$ cat src/rtl/crcfd_pkg.sv
// Shared types, constants and the CRC-32 byte update for the frame decoder.
package crcfd_pkg;

	localparam logic [7:0] HDR_LEN       = 8'd20;
	localparam logic [7:0] CRC_COVER_LEN = 8'd16;
	localparam logic [7:0] MAX_FRAME_LEN = 8'd250;
	localparam logic [7:0] CNT_SAT       = 8'hFF;

	localparam logic [31:0] CRC_POLY = 32'hEDB8_8320;
	localparam logic [31:0] CRC_INIT = 32'hFFFF_FFFF;

	localparam logic [15:0] RST_MAGIC       = 16'h0000;
	localparam logic [7:0]  RST_VERSION     = 8'd1;
	localparam logic [7:0]  RST_RELIABLE    = 8'd1;
	localparam logic [7:0]  RST_ACK         = 8'd2;
	localparam logic [15:0] RST_ACK_ID      = 16'h0000;
	localparam logic [7:0]  RST_MAX_PAYLOAD = 8'd230;

	localparam int unsigned QDEPTH = 4;
	localparam int unsigned QAW    = $clog2(QDEPTH);
	localparam logic [QAW:0] QLIMIT = (QAW + 1)'(QDEPTH - 1);

	typedef enum logic [2:0] {
		CFG_MAGIC,
		CFG_VERSION,
		CFG_RELIABLE,
		CFG_ACK,
		CFG_ACK_ID,
		CFG_MAX_PAYLOAD
	} cfg_idx_t;

	typedef enum logic [2:0] {
		ST_OK,
		ST_LENGTH,
		ST_MAGIC,
		ST_VERSION,
		ST_FLAGS,
		ST_LEN_MISMATCH,
		ST_CRC,
		ST_ACK_RULE
	} status_t;

	localparam logic KIND_DATA    = 1'b0;
	localparam logic KIND_SUMMARY = 1'b1;

	typedef struct packed {
		logic [15:0] magic;
		logic [7:0]  version;
		logic [7:0]  reliable_mask;
		logic [7:0]  ack_mask;
		logic [15:0] ack_msg_id;
		logic [7:0]  max_payload;
	} cfg_t;

	// one queue entry: an optional payload byte followed by an optional summary
	typedef struct packed {
		logic        has_byte;
		logic [7:0]  data;
		logic        has_sum;
		status_t     status;
		logic [7:0]  flags;
		logic [15:0] msg_id;
		logic [15:0] length;
		logic [31:0] sequence_no;
		logic [31:0] correlation_no;
	} ent_t;

	typedef struct packed {
		logic        kind;
		logic [7:0]  data_byte;
		logic [2:0]  status;
		logic [7:0]  frame_flags;
		logic [15:0] frame_msg_id;
		logic [15:0] payload_length;
		logic [31:0] sequence_no;
		logic [31:0] correlation_no;
		logic        last_of_run;
	} res_t;

	function automatic logic [31:0] crc_byte(input logic [31:0] c_in, input logic [7:0] b);
		logic [31:0] c;
		c = c_in ^ {24'h0, b};
		for (int k = 0; k < 8; k++) begin
			c = (c >> 1) ^ (CRC_POLY & {32{c[0]}});
		end
		return c;
	endfunction

endpackage

$ cat src/rtl/crcfd_if.sv
// Handshake channel interfaces for received frame bytes and decoded results.
interface crcfd_in_if;
	logic       valid;
	logic       ready;
	logic [7:0] rx_byte;
	logic       end_of_frame;

	modport source (output valid, output rx_byte, output end_of_frame, input ready);
	modport sink (input valid, input rx_byte, input end_of_frame, output ready);
endinterface

interface crcfd_out_if;
	logic        valid;
	logic        ready;
	logic        kind;
	logic [7:0]  data_byte;
	logic [2:0]  status;
	logic [7:0]  frame_flags;
	logic [15:0] frame_msg_id;
	logic [15:0] payload_length;
	logic [31:0] sequence_no;
	logic [31:0] correlation_no;
	logic        last_of_run;

	modport source (output valid, output kind, output data_byte, output status,
		output frame_flags, output frame_msg_id, output payload_length,
		output sequence_no, output correlation_no, output last_of_run, input ready);
	modport sink (input valid, input kind, input data_byte, input status,
		input frame_flags, input frame_msg_id, input payload_length,
		input sequence_no, input correlation_no, input last_of_run, output ready);
endinterface

$ cat src/rtl/crcfd_parse.sv
// Header capture, running CRC and frame status check, one byte per cycle.
module crcfd_parse #(
	parameter logic [7:0] MAX_FRAME_BYTES = crcfd_pkg::MAX_FRAME_LEN
) (
	input  logic            clk,
	input  logic            arst_n,
	input  crcfd_pkg::cfg_t cfg,
	input  logic            take,
	input  logic [7:0]      take_byte,
	input  logic            take_eof,
	output logic            busy,
	output logic            push,
	output crcfd_pkg::ent_t ent
);
	import crcfd_pkg::*;

	logic        v_s1;
	logic [7:0]  byte_s1;
	logic        eof_s1;

	logic [7:0]  cnt_q,   cnt_n;
	logic [31:0] crc_q,   crc_n;
	logic [15:0] magic_q, magic_n;
	logic [7:0]  ver_q,   ver_n;
	logic [7:0]  flags_q, flags_n;
	logic [15:0] msg_q,   msg_n;
	logic [15:0] len_q,   len_n;
	logic [31:0] seq_q,   seq_n;
	logic [31:0] corr_q,  corr_n;
	logic [31:0] fcs_q,   fcs_n;

	logic [7:0]  idx;
	logic        is_ack;
	logic [16:0] len_total;
	status_t     st;

	assign busy = v_s1;
	assign idx  = cnt_q;

	always_comb begin
		magic_n = magic_q;
		ver_n   = ver_q;
		flags_n = flags_q;
		msg_n   = msg_q;
		len_n   = len_q;
		seq_n   = seq_q;
		corr_n  = corr_q;
		fcs_n   = fcs_q;
		if (idx < 8'd2) begin
			magic_n[8*idx[0] +: 8] = byte_s1;
		end else if (idx == 8'd2) begin
			ver_n = byte_s1;
		end else if (idx == 8'd3) begin
			flags_n = byte_s1;
		end else if (idx < 8'd6) begin
			msg_n[8*idx[0] +: 8] = byte_s1;
		end else if (idx < 8'd8) begin
			len_n[8*idx[0] +: 8] = byte_s1;
		end else if (idx < 8'd12) begin
			seq_n[8*idx[1:0] +: 8] = byte_s1;
		end else if (idx < CRC_COVER_LEN) begin
			corr_n[8*idx[1:0] +: 8] = byte_s1;
		end else if (idx < HDR_LEN) begin
			fcs_n[8*idx[1:0] +: 8] = byte_s1;
		end

		if (idx < CRC_COVER_LEN || idx >= HDR_LEN) begin
			crc_n = crc_byte(crc_q, byte_s1);
		end else begin
			crc_n = crc_q;
		end

		cnt_n = (cnt_q == CNT_SAT) ? cnt_q : cnt_q + 8'd1;
	end

	always_comb begin
		is_ack    = (flags_n & cfg.ack_mask) != 8'h00;
		len_total = {1'b0, len_n} + {9'h0, HDR_LEN};
		if (cnt_n < HDR_LEN || cnt_n > MAX_FRAME_BYTES) begin
			st = ST_LENGTH;
		end else if (magic_n != cfg.magic) begin
			st = ST_MAGIC;
		end else if (ver_n != cfg.version) begin
			st = ST_VERSION;
		end else if ((flags_n & ~(cfg.reliable_mask | cfg.ack_mask)) != 8'h00) begin
			st = ST_FLAGS;
		end else if (len_n > {8'h00, cfg.max_payload} || len_total != {9'h0, cnt_n}) begin
			st = ST_LEN_MISMATCH;
		end else if (fcs_n != ~crc_n) begin
			st = ST_CRC;
		end else if (is_ack && (msg_n != cfg.ack_msg_id || len_n != 16'h0000 ||
				(flags_n & cfg.reliable_mask) != 8'h00 || corr_n == 32'h0)) begin
			st = ST_ACK_RULE;
		end else begin
			st = ST_OK;
		end
	end

	always_comb begin
		ent.has_byte       = idx >= HDR_LEN;
		ent.data           = byte_s1;
		ent.has_sum        = eof_s1;
		ent.status         = st;
		ent.flags          = flags_n;
		ent.msg_id         = msg_n;
		ent.length         = len_n;
		ent.sequence_no    = seq_n;
		ent.correlation_no = corr_n;
		push               = v_s1 && (ent.has_byte || eof_s1);
	end

	always_ff @(posedge clk or negedge arst_n) begin
		if (!arst_n) begin
			v_s1 <= 1'b0;
		end else begin
			v_s1 <= take;
		end
	end

	always_ff @(posedge clk) begin
		if (take) begin
			byte_s1 <= take_byte;
			eof_s1  <= take_eof;
		end
	end

	always_ff @(posedge clk or negedge arst_n) begin
		if (!arst_n) begin
			cnt_q   <= 8'h00;
			crc_q   <= CRC_INIT;
			magic_q <= 16'h0;
			ver_q   <= 8'h00;
			flags_q <= 8'h00;
			msg_q   <= 16'h0;
			len_q   <= 16'h0;
			seq_q   <= 32'h0;
			corr_q  <= 32'h0;
			fcs_q   <= 32'h0;
		end else if (v_s1) begin
			if (eof_s1) begin
				cnt_q   <= 8'h00;
				crc_q   <= CRC_INIT;
				magic_q <= 16'h0;
				ver_q   <= 8'h00;
				flags_q <= 8'h00;
				msg_q   <= 16'h0;
				len_q   <= 16'h0;
				seq_q   <= 32'h0;
				corr_q  <= 32'h0;
				fcs_q   <= 32'h0;
			end else begin
				cnt_q   <= cnt_n;
				crc_q   <= crc_n;
				magic_q <= magic_n;
				ver_q   <= ver_n;
				flags_q <= flags_n;
				msg_q   <= msg_n;
				len_q   <= len_n;
				seq_q   <= seq_n;
				corr_q  <= corr_n;
				fcs_q   <= fcs_n;
			end
		end
	end

endmodule

$ cat src/rtl/crcfd_outq.sv
// Result queue; each entry is emitted as a payload beat, a summary beat, or both.
module crcfd_outq (
	input  logic                   clk,
	input  logic                   arst_n,
	input  logic                   push,
	input  crcfd_pkg::ent_t        ent,
	input  logic                   res_ready,
	output logic                   res_valid,
	output crcfd_pkg::res_t        res,
	output logic [crcfd_pkg::QAW:0] level
);
	import crcfd_pkg::*;

	ent_t           mem_q [QDEPTH];
	logic [QAW-1:0] wr_q;
	logic [QAW-1:0] rd_q;
	logic [QAW:0]   cnt_q;
	logic           phase_q;

	ent_t head;
	logic byte_phase;
	logic fire;
	logic pop;

	assign level      = cnt_q;
	assign head       = mem_q[rd_q];
	assign res_valid  = cnt_q != '0;
	assign byte_phase = head.has_byte && !phase_q;
	assign fire       = res_valid && res_ready;
	assign pop        = fire && (!byte_phase || !head.has_sum);

	always_comb begin
		if (byte_phase) begin
			res.kind           = KIND_DATA;
			res.data_byte      = head.data;
			res.status         = ST_OK;
			res.frame_flags    = 8'h00;
			res.frame_msg_id   = 16'h0;
			res.payload_length = 16'h0;
			res.sequence_no    = 32'h0;
			res.correlation_no = 32'h0;
			res.last_of_run    = !head.has_sum;
		end else begin
			res.kind           = KIND_SUMMARY;
			res.data_byte      = 8'h00;
			res.status         = head.status;
			res.frame_flags    = head.flags;
			res.frame_msg_id   = head.msg_id;
			res.payload_length = head.length;
			res.sequence_no    = head.sequence_no;
			res.correlation_no = head.correlation_no;
			res.last_of_run    = 1'b1;
		end
	end

	always_ff @(posedge clk) begin
		if (push) begin
			mem_q[wr_q] <= ent;
		end
	end

	always_ff @(posedge clk or negedge arst_n) begin
		if (!arst_n) begin
			wr_q    <= '0;
			rd_q    <= '0;
			cnt_q   <= '0;
			phase_q <= 1'b0;
		end else begin
			if (push) begin
				wr_q <= wr_q + QAW'(1);
			end
			if (pop) begin
				rd_q <= rd_q + QAW'(1);
			end
			cnt_q <= cnt_q + {{QAW{1'b0}}, push} - {{QAW{1'b0}}, pop};
			if (fire) begin
				phase_q <= byte_phase && head.has_sum;
			end
		end
	end

endmodule

$ cat src/rtl/crc_checked_frame_decoder_core.sv
// Top level of the CRC-checked frame decoder: config registers, parser and result queue.
//
// Usage:
//   frame  - sink channel, one frame byte per beat; end_of_frame marks the last byte.
//   result - source channel. Bytes from index 20 on come out as payload beats
//            (kind 0); the last byte of a frame also yields a summary beat
//            (kind 1) with the header fields and the status. last_of_run marks
//            the final result beat caused by one input beat.
//   cfg_we / cfg_index / cfg_data - register writes, taken at any clock edge
//            with cfg_we high; write only while no frame byte is in flight.
// The input beat is registered in the parser (v_s1), then written into the result
//   queue; result.valid is set from the queue count.
// Throughput: one input beat per cycle while frame.ready is high; one result beat per
//   cycle while result.ready is high, so a final byte with payload needs two beats.
// A four-entry result queue decouples the sides: frame.ready drops when the
//   queue cannot absorb one more entry, so a stalled receiver stalls input
//   after a few beats and nothing is lost.
// Reset clears the per-frame state, the queue and loads the default config.
module crc_checked_frame_decoder_core #(
	parameter logic [7:0] MAX_FRAME_BYTES = crcfd_pkg::MAX_FRAME_LEN
) (
	input  logic         clk,
	input  logic         arst_n,
	crcfd_in_if.sink     frame,
	crcfd_out_if.source  result,
	input  logic         cfg_we,
	input  logic [2:0]   cfg_index,
	input  logic [15:0]  cfg_data
);
	import crcfd_pkg::*;

	cfg_t         cfg_q;
	logic         take;
	logic         busy;
	logic         push;
	ent_t         ent;
	res_t         res;
	logic [QAW:0] level;

	assign frame.ready = (level + {{QAW{1'b0}}, busy}) <= QLIMIT;
	assign take        = frame.valid && frame.ready;

	always_ff @(posedge clk or negedge arst_n) begin
		if (!arst_n) begin
			cfg_q.magic         <= RST_MAGIC;
			cfg_q.version       <= RST_VERSION;
			cfg_q.reliable_mask <= RST_RELIABLE;
			cfg_q.ack_mask      <= RST_ACK;
			cfg_q.ack_msg_id    <= RST_ACK_ID;
			cfg_q.max_payload   <= RST_MAX_PAYLOAD;
		end else if (cfg_we) begin
			case (cfg_idx_t'(cfg_index))
				CFG_MAGIC:       cfg_q.magic         <= cfg_data;
				CFG_VERSION:     cfg_q.version       <= cfg_data[7:0];
				CFG_RELIABLE:    cfg_q.reliable_mask <= cfg_data[7:0];
				CFG_ACK:         cfg_q.ack_mask      <= cfg_data[7:0];
				CFG_ACK_ID:      cfg_q.ack_msg_id    <= cfg_data;
				CFG_MAX_PAYLOAD: cfg_q.max_payload   <= cfg_data[7:0];
				default: begin
				end
			endcase
		end
	end

	crcfd_parse #(
		.MAX_FRAME_BYTES (MAX_FRAME_BYTES)
	) u_parse (
		.clk       (clk),
		.arst_n    (arst_n),
		.cfg       (cfg_q),
		.take      (take),
		.take_byte (frame.rx_byte),
		.take_eof  (frame.end_of_frame),
		.busy      (busy),
		.push      (push),
		.ent       (ent)
	);

	crcfd_outq u_outq (
		.clk       (clk),
		.arst_n    (arst_n),
		.push      (push),
		.ent       (ent),
		.res_ready (result.ready),
		.res_valid (result.valid),
		.res       (res),
		.level     (level)
	);

	assign result.kind           = res.kind;
	assign result.data_byte      = res.data_byte;
	assign result.status         = res.status;
	assign result.frame_flags    = res.frame_flags;
	assign result.frame_msg_id   = res.frame_msg_id;
	assign result.payload_length = res.payload_length;
	assign result.sequence_no    = res.sequence_no;
	assign result.correlation_no = res.correlation_no;
	assign result.last_of_run    = res.last_of_run;

endmodule

$ cat src/flat_wrapper.sv
// flat-port wrapper written by rule: the top's interface ports become plain ports
module crc_checked_frame_decoder_core_flat import crcfd_pkg::*;
#(
	parameter logic [7:0] MAX_FRAME_BYTES = crcfd_pkg::MAX_FRAME_LEN
)
  (clk, arst_n, cfg_we, cfg_index, cfg_data, frame_valid, frame_rx_byte, frame_end_of_frame, frame_ready, result_valid, result_kind, result_data_byte, result_status, result_frame_flags, result_frame_msg_id, result_payload_length, result_sequence_no, result_correlation_no, result_last_of_run, result_ready);
  crcfd_in_if frame_i ();
  crcfd_out_if result_i ();
  input  logic clk;
  input  logic arst_n;
  input  logic cfg_we;
  input  logic [2:0] cfg_index;
  input  logic [15:0] cfg_data;
  input wire logic [$bits(frame_i.valid)-1:0] frame_valid;
  input wire logic [$bits(frame_i.rx_byte)-1:0] frame_rx_byte;
  input wire logic [$bits(frame_i.end_of_frame)-1:0] frame_end_of_frame;
  output wire logic [$bits(frame_i.ready)-1:0] frame_ready;
  output wire logic [$bits(result_i.valid)-1:0] result_valid;
  output wire logic [$bits(result_i.kind)-1:0] result_kind;
  output wire logic [$bits(result_i.data_byte)-1:0] result_data_byte;
  output wire logic [$bits(result_i.status)-1:0] result_status;
  output wire logic [$bits(result_i.frame_flags)-1:0] result_frame_flags;
  output wire logic [$bits(result_i.frame_msg_id)-1:0] result_frame_msg_id;
  output wire logic [$bits(result_i.payload_length)-1:0] result_payload_length;
  output wire logic [$bits(result_i.sequence_no)-1:0] result_sequence_no;
  output wire logic [$bits(result_i.correlation_no)-1:0] result_correlation_no;
  output wire logic [$bits(result_i.last_of_run)-1:0] result_last_of_run;
  input wire logic [$bits(result_i.ready)-1:0] result_ready;
  assign frame_i.valid = frame_valid;
  assign frame_i.rx_byte = frame_rx_byte;
  assign frame_i.end_of_frame = frame_end_of_frame;
  assign frame_ready = frame_i.ready;
  assign result_valid = result_i.valid;
  assign result_kind = result_i.kind;
  assign result_data_byte = result_i.data_byte;
  assign result_status = result_i.status;
  assign result_frame_flags = result_i.frame_flags;
  assign result_frame_msg_id = result_i.frame_msg_id;
  assign result_payload_length = result_i.payload_length;
  assign result_sequence_no = result_i.sequence_no;
  assign result_correlation_no = result_i.correlation_no;
  assign result_last_of_run = result_i.last_of_run;
  assign result_i.ready = result_ready;
  crc_checked_frame_decoder_core #(.MAX_FRAME_BYTES(MAX_FRAME_BYTES)) u_core (.clk(clk), .arst_n(arst_n), .frame(frame_i), .result(result_i), .cfg_we(cfg_we), .cfg_index(cfg_index), .cfg_data(cfg_data));
endmodule
$ cat config.mk
export PLATFORM = sky130hd
export DESIGN_NAME = crc_checked_frame_decoder_core_flat
export DESIGN_NICKNAME = d
export VERILOG_FILES = /design/src/rtl/crcfd_pkg.sv /design/src/rtl/crcfd_if.sv /design/src/rtl/crcfd_parse.sv /design/src/rtl/crcfd_outq.sv /design/src/rtl/crc_checked_frame_decoder_core.sv /design/src/flat_wrapper.sv
export SDC_FILE = /design/constraint.sdc
export NUM_CORES = 1
export LEC_CHECK = 0
export ABC_AREA = 0
export BUFFER_PORTS_ARGS = -buffer_cell sky130_fd_sc_hd__buf_2
export CORE_UTILIZATION = 35
export DETAILED_ROUTE_END_ITERATION = 12
export HOLD_SLACK_MARGIN = 0.15
export MAX_ROUTING_LAYER = met4
export PLACE_DENSITY = 0.48
export SLEW_MARGIN = 0
export SYNTH_ARGS = -nofsm -noshare
export SYNTH_HDL_FRONTEND = slang
export SYNTH_SLANG_ARGS = --single-unit
$ cat constraint.sdc
create_clock -name clk -period 6 [get_ports clk]
set_input_delay 0.9 -clock clk [delete_from_list [all_inputs] [get_ports clk]]
set_output_delay 0.9 -clock clk [all_outputs]
set_load 0.02 [all_outputs]
==> flow_metrics.env, run 1 <==
export IMPL_fin_worst_skew_ns=0.01512
export IMPL_syn2layout_area_growth_pct=14.59
export IMPL_yosys_register_bits=750
export IMPL_pin_count=152
export IMPL_synth_edff_count=477
export IMPL_drive_gt1_share_pct=23.79
export IMPL_max_cap_viol_count=0
export IMPL_vias_per_cell=5.573
export IMPL_grt_max_degree=149
export IMPL_p_leak_nw=15.09
export IMPL_wl_per_cell_um=25.95
export IMPL_clkSinkCount=750
export IMPL_rsz0062_at_grt="false"
export IMPL_numCtsBuffers=84
export IMPL_dr_pass1_iters=6
export IMPL_cp_arrival_ns=5.35
export IMPL_synthFlopType="edfxtp_1"
export IMPL_whs_ns=0.2157
export IMPL_root_buffer="clkbuf_16"
export IMPL_netlist_top_cells_count="edfxtp_1, dfrtp_1, nand2_1, clkbuf_1, nor2b_1"
export IMPL_post_route_period_util_pct=81.92
export IMPL_synthArstFlopShare_pct=36.40
export IMPL_drt_wl_total_um=104200
export IMPL_die_y_um=320.0
export IMPL_status="completed"
export IMPL_fmax_mhz=203.5
export IMPL_synth_cells=2530
export IMPL_ys_seq_area_share_pct=59.92
export IMPL_worstMarginPinSlew_ns=1.241
export IMPL_gp_congestion=0.9086
export IMPL_worstPathRequired_ns=6.44
export IMPL_yosysTopAreaCellShare_pct=40.48
export IMPL_synthDistinctLibCells=86
export IMPL_portBuffers=151
export IMPL_final_nets=2704
export IMPL_num_rows=116
export IMPL_core_um2=100100
export IMPL_tns_ns=0
export IMPL_cts_hold_buffers=0
export IMPL_pre_cts_ws_ns=1.171
export IMPL_grt_pass1_vias=22755
export IMPL_drc=0
export IMPL_p_per_area_nw_per_um2=519.6
export IMPL_gr_total_overflow=0
export IMPL_end_kind="flop"
export IMPL_yosysMostFrequentCell="edfxtp_1"
export IMPL_hold_path_class="input pin to asynchronous set/reset pin"
export IMPL_drt_iter0_markers=1925
export IMPL_ys_warn_count=0
export IMPL_reg2reg_to="u_core.u_outq.mem_q[0][105]$_DFFE_PP_"
export IMPL_crit_type="flop to flop"
export IMPL_setup_ws_ns=1.085
export IMPL_start_util_pct=35.34
export IMPL_start_kind="flop"
export IMPL_relSlewSlack_pct=16.40
export IMPL_avgSynthCellArea_um2=13.99
export IMPL_cts_tree="built"
export IMPL_post_cts_buffers=0
export IMPL_syn_num_nets=2587
export IMPL_antenna_found_initial=3
export IMPL_netlist_top_cells_area="edfxtp_1, dfrtp_1, mux4_2"
export IMPL_die_width_um=320.0
export IMPL_r2r_cells=14
export IMPL_clk_latency_ns=0.64
export IMPL_fin_crit_ns=4.915
export IMPL_finalHoldViolCount=0
export IMPL_r2r_start="u_core.u_parse.cnt_q[0]$_DFFE_PN0P_"
export IMPL_h_tree_depth=3
export IMPL_dieArea_um2=102400
export IMPL_grt_total_usage_pct=20.95
export IMPL_detailroute_via_count=22380
export IMPL_synth_area_um2=35390
export IMPL_path_clk_slew_ns=0.06
export IMPL_placed_area_um2=37730
export IMPL_cts_path_max_buffers=3
export IMPL_design_area_um2=40550
export IMPL_ir_drop_mv=0.2834
export IMPL_grt_pass1_wl_um=155500
export IMPL_setup_viol=0
export IMPL_maxSlewViolCount=0
export IMPL_rrSetupSlack_ns=1.08
export IMPL_synth_largest_area_cell="edfxtp_1"
export IMPL_ant_nets=0
export IMPL_dpl_hpwl_um=69450
export IMPL_cts_resized=0
export IMPL_cp_max_fo=22
==> stage by stage <==
step           util, %  power, mW  std cells
4_1_cts          40.48      21.31       4013
2_1_floorplan        -      13.05       2530
5_1_grt          40.49      22.11       4014
6_report         40.49      21.07       4016
3_5_place_dp     37.68      16.00       3859
3_3_place_gp     37.68      15.97       3859
==> kinds of logic after synthesis <==
| family | after synthesis | share of synthesized area (%) |
|---|---|---|
| flops | 750 | 59.92 |
| simple gates | 583 | 8.825 |
| compound gates | 516 | 10.31 |
| fa+ha+maj | 24 | 0.8698 |
| xor+xnor | 168 | 5.855 |
| mux | 247 | 11.46 |
| buf+inv | 242 | 2.765 |
==> layout by cell type, fill, tap and decap left out, drive strengths merged, types with 8 or more instances in the layout <==
master | synthesis | routed
or4 | 10 | 10
clkinv | 2 | 27
a21oi | 73 | 73
o2bb2ai | 56 | 56
mux4 | 117 | 117
mux2i | 36 | 36
nand3 | 32 | 32
bufinv | 0 | 8
a21o | 13 | 13
and2 | 20 | 20
o22ai | 34 | 34
nand2 | 167 | 167
nor4 | 20 | 20
buf | 54 | 214
nor3 | 21 | 21
o21ai | 103 | 103
nor2b | 129 | 129
mux2 | 94 | 94
edfxtp | 477 | 477
dfstp | 40 | 40
dfrtp | 233 | 233
nor2 | 83 | 83
clkbuf | 129 | 116
nand4 | 40 | 40
xnor3 | 25 | 25
and3 | 23 | 23
inv | 57 | 60
a22oi | 40 | 40
xor2 | 45 | 45
o31ai | 15 | 15
a31oi | 16 | 16
o22a | 8 | 8
ha | 23 | 23
a32oi | 14 | 14
xnor2 | 96 | 96
a22o | 94 | 94
==> final cells by class <==
type / instances / area, µm²
multi-input combinational: 1538 / 13280
clock buffer: 116 / 2364
timing repair buffer: 214 / 1389
inverter: 59 / 226.5
clock inverter: 38 / 445.4
antenna: 3 / 7.507
tap: 1298 / 1624
fill: 9301 / 59590
sequential: 750 / 21210
==> worst max-delay path, stage by stage (launching register included) <==
cell and delay, ns:
dfrtp_1 0.67, nor4b_2 0.72, nand3_1 0.66, mux2i_1 0.53
inv_1 0.18, ha_1 0.32, nor2b_1 0.14, o21a_1 0.16
o21a_1 0.16, o21ai_0 0.13, a21oi_1 0.11, a211oi_1 0.21
o211a_1 0.27, o311ai_1 0.13, a21boi_1 0.30
==> worst max-delay path by stage <==
stage | start | endpoint | slack [ns] | depth (start not counted)
2_1_floorplan | u_core.u_parse.cnt_q[3]$_DFFE_PN0P_ | u_core.u_outq.mem_q[0][0]$_DFFE_PP_ | 1.12 | 7
3_3_place_gp | u_core.u_parse.cnt_q[0]$_DFFE_PN0P_ | u_core.u_outq.mem_q[2][105]$_DFFE_PP_ | 1.24 | 14
3_5_place_dp | u_core.u_parse.cnt_q[0]$_DFFE_PN0P_ | u_core.u_outq.mem_q[0][105]$_DFFE_PP_ | 1.17 | 14
4_1_cts | u_core.u_parse.cnt_q[0]$_DFFE_PN0P_ | u_core.u_outq.mem_q[3][105]$_DFFE_PP_ | 1.13 | 14
5_1_grt | u_core.u_parse.cnt_q[0]$_DFFE_PN0P_ | u_core.u_outq.mem_q[3][105]$_DFFE_PP_ | 0.74 | 14
6_report | u_core.u_parse.cnt_q[0]$_DFFE_PN0P_ | u_core.u_outq.mem_q[0][105]$_DFFE_PP_ | 1.08 | 14
==> registers in the layout, indices dropped and copies added (netlist names), 3 cells and up <==
name,count
u_core.u_parse.fcs_q,32
u_core.u_parse.ver_q,8
u_core.u_parse.magic_q,16
u_core.cfg_q,64
u_core.u_parse.seq_q,32
u_core.u_parse.len_q,16
u_core.u_parse.corr_q,32
u_core.u_parse.flags_q,8
u_core.u_parse.byte_s1,8
u_core.u_parse.msg_q,16
u_core.u_outq.mem_q,468
u_core.u_parse.cnt_q,8
u_core.u_parse.crc_q,32
u_core.u_outq.level,3
==> layer usage <==
| layer | track usage [%] | part of all wire, % | vias up |
|---|---|---|---|
| met5 | - | 0 | - |
| met4 | 4.678 | 1.6 | 0 |
| met3 | 2.698 | 4.5 | 137 |
| met2 | 32.31 | 47 | 590 |
| met1 | 29.52 | 47 | 11741 |
| li1 | - | - | 9912 |
==> power breakdown <==
part	total (mW)	switching (mW)	leakage, nW	internal (mW)
Combinational	8.94	5.28	5.88	3.65
Sequential	6.91	0.609	7.83	6.30
Clock	5.22	2.11	1.38	3.11
Total	21.1	8.01	15.1	13.1
Note: power is estimated with default switching activity, not from simulation.
==> run 2, diff against run 1 <==
--- a/config.mk
+++ b/config.mk
@@ -11,7 +11,7 @@
 export DETAILED_ROUTE_END_ITERATION = 12
 export HOLD_SLACK_MARGIN = 0.15
 export MAX_ROUTING_LAYER = met4
-export PLACE_DENSITY = 0.48
+export PLACE_DENSITY = 0.5
 export SLEW_MARGIN = 0
 export SYNTH_ARGS = -nofsm -noshare
 export SYNTH_HDL_FRONTEND = slang
==> constraint.sdc (replaced) <==
create_clock -name clk -period 4.36 [get_ports clk]
set_input_delay 0.654 -clock clk [delete_from_list [all_inputs] [get_ports clk]]
set_output_delay 0.654 -clock clk [all_outputs]
set_load 0.02 [all_outputs]
==> run 2 against run 1 <==
Sequential power rose by 36%. Via count up 1.3%. Power grew 39%. Core utilization is 0.60 points higher. First-iteration DRC count increased by 2.0%. Cell area rose by 1.5%. Clock power grew 40%. Global-route usage is 0.47 points higher. Hold slack worse by 0.025 ns. Critical path type unchanged. Largest cell class unchanged. Largest power group unchanged.
==> flow_metrics.env, run 2 (same netlist as run 1, synthesis figures left out) <==
export IMPL_syn2layout_area_growth_pct=16.28
export IMPL_slowest_stage="dfrtp_1"
export IMPL_worstPathRequired_ns=4.81
export IMPL_grt_pass1_wl_um=158900
export IMPL_post_route_period_util_pct=92.02
export IMPL_hold_path_class="input pin to flop"
export IMPL_drc=0
export IMPL_start_util_pct=35.34
export IMPL_die_y_um=320.0
export IMPL_rrSetupSlack_ns=0.35
export IMPL_cts_tree="built"
export IMPL_grt_max_degree=117
export IMPL_dr_pass1_iters=5
export IMPL_drt_wl_total_um=106200
export IMPL_rsz0062_at_grt="false"
export IMPL_power_switching_mw=11.14
export IMPL_status="completed"
export IMPL_crit_type="flop to flop"
export IMPL_h_tree_depth=3
export IMPL_cp_num_buf_inv=2
export IMPL_netSwitchingFraction_pct=37.98
export IMPL_ir_drop_mv=0.4244
export IMPL_maxSlewViolCount=0
export IMPL_p_per_area_nw_per_um2=713.0
export IMPL_layout_common_cells="edfxtp_1, dfrtp_1, nand2_1"
export IMPL_dpl_hpwl_um=70300
export IMPL_wl_per_cell_um=26.04
export IMPL_fin_crit_ns=4.012
export IMPL_clkSinkCount=750
export IMPL_final_common_cell="edfxtp_1"
export IMPL_antenna_found_initial=3
export IMPL_final_nets=2768
export IMPL_gp_congestion=0.9191
export IMPL_pre_cts_ws_ns=0.2447
export IMPL_crit_family="compound AO/OA/AOI/OAI gates"
export IMPL_p_leak_nw=15.41
export IMPL_tns_ns=0
export IMPL_setup_ws_ns=0.3480
export IMPL_die_width_um=320.0
export IMPL_end_kind="flop"
export IMPL_sequentialPowerShare_pct=31.9
export IMPL_grt_total_usage_pct=21.42
export IMPL_dp_cells=3916
export IMPL_fin_worst_skew_ns=0.03798
export IMPL_final_cells=4079
export IMPL_crit_top_cell="o21a_1"
export IMPL_drt_iter0_markers=1964
export IMPL_core_um2=100100
export IMPL_drive_gt1_share_pct=25.29
export IMPL_comb_power_share_pct=43.1
export IMPL_dieArea_um2=102400
export IMPL_gr_total_overflow=0
export IMPL_p_int_mw=18.20
export IMPL_finalHoldViolCount=0
export IMPL_cp_max_fo=21
export IMPL_grt_pass1_vias=23262
export IMPL_portBuffers=151
export IMPL_fmax_mhz=249.3
export IMPL_num_rows=116
export IMPL_numCtsBuffers=83
export IMPL_worstMarginPinSlew_ns=1.290
export IMPL_cts_path_max_buffers=3
export IMPL_regMostFlops="u_core.u_outq.mem_q"
export IMPL_path_cells="buf_4 > nor4b_2 > nand3_2 > mux2i_1 > inv_1 > ha_1 > nor2b_1 > o21a_1 > o21a_1 > o21ai_0 > a21oi_1 > a211oi_1 > o211a_1 > o311ai_1 > a21boi_1"
export IMPL_detailroute_via_count=22677
export IMPL_max_stage_delay_ns=0.38
export IMPL_setup_viol=0
export IMPL_cp_arrival_ns=4.46
export IMPL_relSlewSlack_pct=13.21
export IMPL_pwr_share_clk_pct=24.9
export IMPL_ant_nets=0
export IMPL_path_clk_slew_ns=0.06
export IMPL_largest_reg_flops=468
export IMPL_pin_count=152
export IMPL_root_buffer="clkbuf_16"
export IMPL_vias_per_cell=5.559
export IMPL_top_regs="u_core.u_outq.mem_q (468), u_core.cfg_q (64)"
export IMPL_max_cap_viol_count=0
export IMPL_start_kind="flop"
export IMPL_clk_latency_ns=0.66
## run 2: cell types whose count changed in the layout (fill, tap and decap cells not counted), moves of 2 or more
cell and delta:
clkbuf_8 -4, clkinvlp_4 +3, buf_12 +4, dlygate4sd3_1 +8, clkinv_2 -5, clkbuf_1 +5
bufinv_16 +2, clkinv_1 -6, inv_6 +3, buf_4 +53, diode_2 -2
## run 2: repair_timing
action,4_1_cts,5_1_grt
buffers inserted,0,0
setup endpoints to repair,0,8
gates resized for setup,0,1
hold buffers,8,0
endpoints found under the hold margin,71,0
## run 2: final timing paths
check / startpoint / to / depth (start not counted)
setup / recovery: u_core.u_parse.cnt_q[0]$_DFFE_PN0P_ / u_core.u_outq.mem_q[0][105]$_DFFE_PP_ / 15
hold / removal: frame_rx_byte[2] / u_core.u_parse.byte_s1[2]$_DFFE_PP_ / 1
setup reg to reg: u_core.u_parse.cnt_q[0]$_DFFE_PN0P_ / u_core.u_outq.mem_q[0][105]$_DFFE_PP_ / 15
hold reg to reg: u_core.u_parse.magic_q[15]$_DFFE_PN0P_ / u_core.u_parse.magic_q[15]$_DFFE_PN0P_ / 1
max in group asynchronous: arst_n / u_core.u_parse.corr_q[23]$_DFFE_PN0P_ / 3
min in group asynchronous: arst_n / u_core.cfg_q[36]$_DFFE_PN0P_ / 2
## run 2: layer usage
metal	part of all wire [%]	track usage (%)
met1	46	29.62
met2	48	33.61
met3	4.3	2.520
met4	2.1	5.338
met5	0	-
## run 2: power groups by stage
stage               logic [mW]  registers [mW]  clock network [mW]
finish                    12.7            9.37                7.31
global route              13.5            9.46                7.80
CTS                       12.8            9.36                7.51
detailed placement        12.7            9.50                   0
global placement          12.8            9.46                   0
floorplan                 8.77            9.17                   0
## run 2: per-stage QoR
stage	area, µm²	power (mW)	util, %	hold slack (ns)
2_1_floorplan	35390	17.94	-	0.3584
4_1_cts	41140	29.67	41.08	0.1540
3_3_place_gp	38200	22.22	38.14	0.4624
3_5_place_dp	38200	22.25	38.14	0.4683
6_report	41150	29.34	41.09	0.1904
5_1_grt	41150	30.80	41.09	0.1638
## run 2: layout make-up
type	count	area, µm²
sequential	750	21210
fill	9248	58990
inverter	59	226.5
clock buffer	116	2302
timing repair buffer	279	1947
multi-input combinational	1538	13280
tap	1298	1624
antenna	1	2.502
clock inverter	38	561.8
==> run 3, diff against run 2 <==
--- a/config.mk
+++ b/config.mk
@@ -11,7 +11,7 @@
 export DETAILED_ROUTE_END_ITERATION = 12
 export HOLD_SLACK_MARGIN = 0.15
 export MAX_ROUTING_LAYER = met4
-export PLACE_DENSITY = 0.5
+export PLACE_DENSITY = 0.48
 export SLEW_MARGIN = 0
 export SYNTH_ARGS = -nofsm -noshare
 export SYNTH_HDL_FRONTEND = slang
==> constraint.sdc (replaced) <==
create_clock -name clk -period 5.2 [get_ports clk]
set_input_delay 0.52 -clock clk [delete_from_list [all_inputs] [get_ports clk]]
set_output_delay 0.52 -clock clk [all_outputs]
set_load 0.02 [all_outputs]
==> run 3 against run 2 <==
Clock-buffer cell count fell by 10. Critical path depth is 6 lower. Cell area down 1.2%. Largest power group unchanged. Highest routed layer unchanged.
==> flow_metrics.env, run 3 (same netlist as run 1, synthesis figures left out) <==
export IMPL_start_kind="flop"
export IMPL_final_cells=4038
export IMPL_drc=0
export IMPL_gp_congestion=0.9604
export IMPL_dr_pass1_iters=6
export IMPL_p_per_area_nw_per_um2=595.9
export IMPL_final_nets=2728
export IMPL_finalHoldViolCount=0
export IMPL_whs_ns=0.1724
export IMPL_fin_worst_skew_ns=0.02589
export IMPL_dpl_hpwl_um=68440
export IMPL_fmax_mhz=217.7
export IMPL_die_width_um=320.0
export IMPL_maxSlewViolCount=0
export IMPL_top_regs="u_core.u_outq.mem_q (468), u_core.cfg_q (64)"
export IMPL_post_cts_buffers=0
export IMPL_cp_arrival_ns=5.08
export IMPL_drt_iter0_markers=2103
export IMPL_post_route_period_util_pct=88.34
export IMPL_syn2layout_area_growth_pct=14.93
export IMPL_rrSetupSlack_ns=0.61
export IMPL_antenna_found_initial=5
export IMPL_relSlewSlack_pct=21.67
export IMPL_core_um2=100100
export IMPL_numCtsBuffers=82
export IMPL_portBuffers=151
export IMPL_grt_total_usage_pct=20.94
export IMPL_finalCoreUtilization_pct=40.61
export IMPL_drt_wl_total_um=104400
export IMPL_endpoint="u_core.u_outq.mem_q[2][104]$_DFFE_PP_"
export IMPL_start_util_pct=35.34
export IMPL_h_tree_depth=3
export IMPL_ant_nets=0
export IMPL_hold_path_class="input pin to flop"
export IMPL_r2r_start="u_core.u_parse.byte_s1[7]$_DFFE_PP_"
export IMPL_clkSinkCount=750
export IMPL_fin_crit_ns=4.594
export IMPL_pin_count=152
export IMPL_grt_pass1_vias=22738
export IMPL_fin_total_pwr_mw=24.24
export IMPL_cts_tree="built"
export IMPL_drive_gt1_share_pct=24.02
export IMPL_largest_reg_flops=468
export IMPL_p_leak_nw=15.16
export IMPL_root_buffer="clkbuf_16"
export IMPL_r2r_cells=9
export IMPL_status="completed"
export IMPL_max_cap_viol_count=0
export IMPL_cp_max_fo=12
export IMPL_tns_ns=0
export IMPL_gr_total_overflow=0
export IMPL_worstPathRequired_ns=5.68
export IMPL_end_kind="flop"
export IMPL_vias_per_cell=5.551
export IMPL_detailroute_via_count=22415
export IMPL_worstMarginPinSlew_ns=1.163
export IMPL_num_rows=116
export IMPL_path_clk_slew_ns=0.06
export IMPL_grt_max_degree=132
export IMPL_layout_common_cells="edfxtp_1, dfrtp_1, nand2_1"
export IMPL_critPathLaunch="u_core.u_parse.byte_s1[7]$_DFFE_PP_"
export IMPL_die_y_um=320.0
export IMPL_ir_drop_mv=0.4057
export IMPL_dp_cells=3869
export IMPL_rsz0062_at_grt="false"
export IMPL_clk_latency_ns=0.65
export IMPL_final_common_cell="edfxtp_1"
export IMPL_dieArea_um2=102400
export IMPL_setup_viol=0
export IMPL_regMostFlops="u_core.u_outq.mem_q"
export IMPL_cts_resized=0
export IMPL_reg2reg_to="u_core.u_outq.mem_q[2][104]$_DFFE_PP_"
export IMPL_cts_hold_buffers=16
export IMPL_cts_path_max_buffers=3
export IMPL_grt_pass1_wl_um=155400
export IMPL_wl_per_cell_um=25.85
export IMPL_crit_type="flop to flop"
[run 3: worst min-delay path by stage]
stage / from / slack [ns] / depth (start not counted) / end
floorplan: arst_n / 0.22 / 0 / u_core.cfg_q[0]$_DFFE_PN0P_
global placement: u_core.u_parse.magic_q[11]$_DFFE_PN0P_ / 0.46 / 1 / u_core.u_parse.magic_q[11]$_DFFE_PN0P_
detailed placement: u_core.u_parse.magic_q[11]$_DFFE_PN0P_ / 0.47 / 1 / u_core.u_parse.magic_q[11]$_DFFE_PN0P_
CTS: cfg_data[14] / 0.15 / 2 / u_core.cfg_q[62]$_DFFE_PN0P_
global route: cfg_data[14] / 0.15 / 2 / u_core.cfg_q[62]$_DFFE_PN0P_
finish: cfg_data[14] / 0.17 / 2 / u_core.cfg_q[62]$_DFFE_PN0P_
[run 3: metal layers]
metal  GRT usage (%)  vias to the layer above  part of all wire [%]
met5               -                        -                     0
met4           4.753                        0                   1.8
met3           2.767                      115                   4.8
met2           32.65                      621                    48
met1           29.12                    11731                    46
li1                -                     9948                     -
[run 3: critical path, cell delays in order (launching register included)]
cell and delay, ns:
edfxtp_1 1.03, xnor3_1 0.56, xnor3_1 0.29, a221oi_1 0.64, o21ai_1 0.27, nor4_2 0.24, o21ai_1 0.11, or4_1 0.54
nor4_1 0.46, o21a_1 0.27
[run 3: report_power, final]
group / internal (mW) / switching [mW]
Combinational: 4.22 / 6.16
Clock: 3.48 / 2.46
Sequential: 7.28 / 0.637
[run 3: per-stage QoR]
stage,instance area (µm²),worst slack [ns]
2_1_floorplan,35390,0.3173
3_3_place_gp,37760,0.6642
3_5_place_dp,37760,0.7303
4_1_cts,40670,0.7051
5_1_grt,40670,0.3658
6_report,40670,0.6064
[run 3: layout make-up]
class,instances,area [µm²]
Multi-Input combinational cell,1538,13280
Fill cell,9278,59470
Inverter,59,226.5
Clock inverter,46,460.4
Antenna cell,1,2.502
Timing Repair Buffer,240,1574
Clock buffer,106,2296
Sequential cell,750,21210
Tap cell,1298,1624
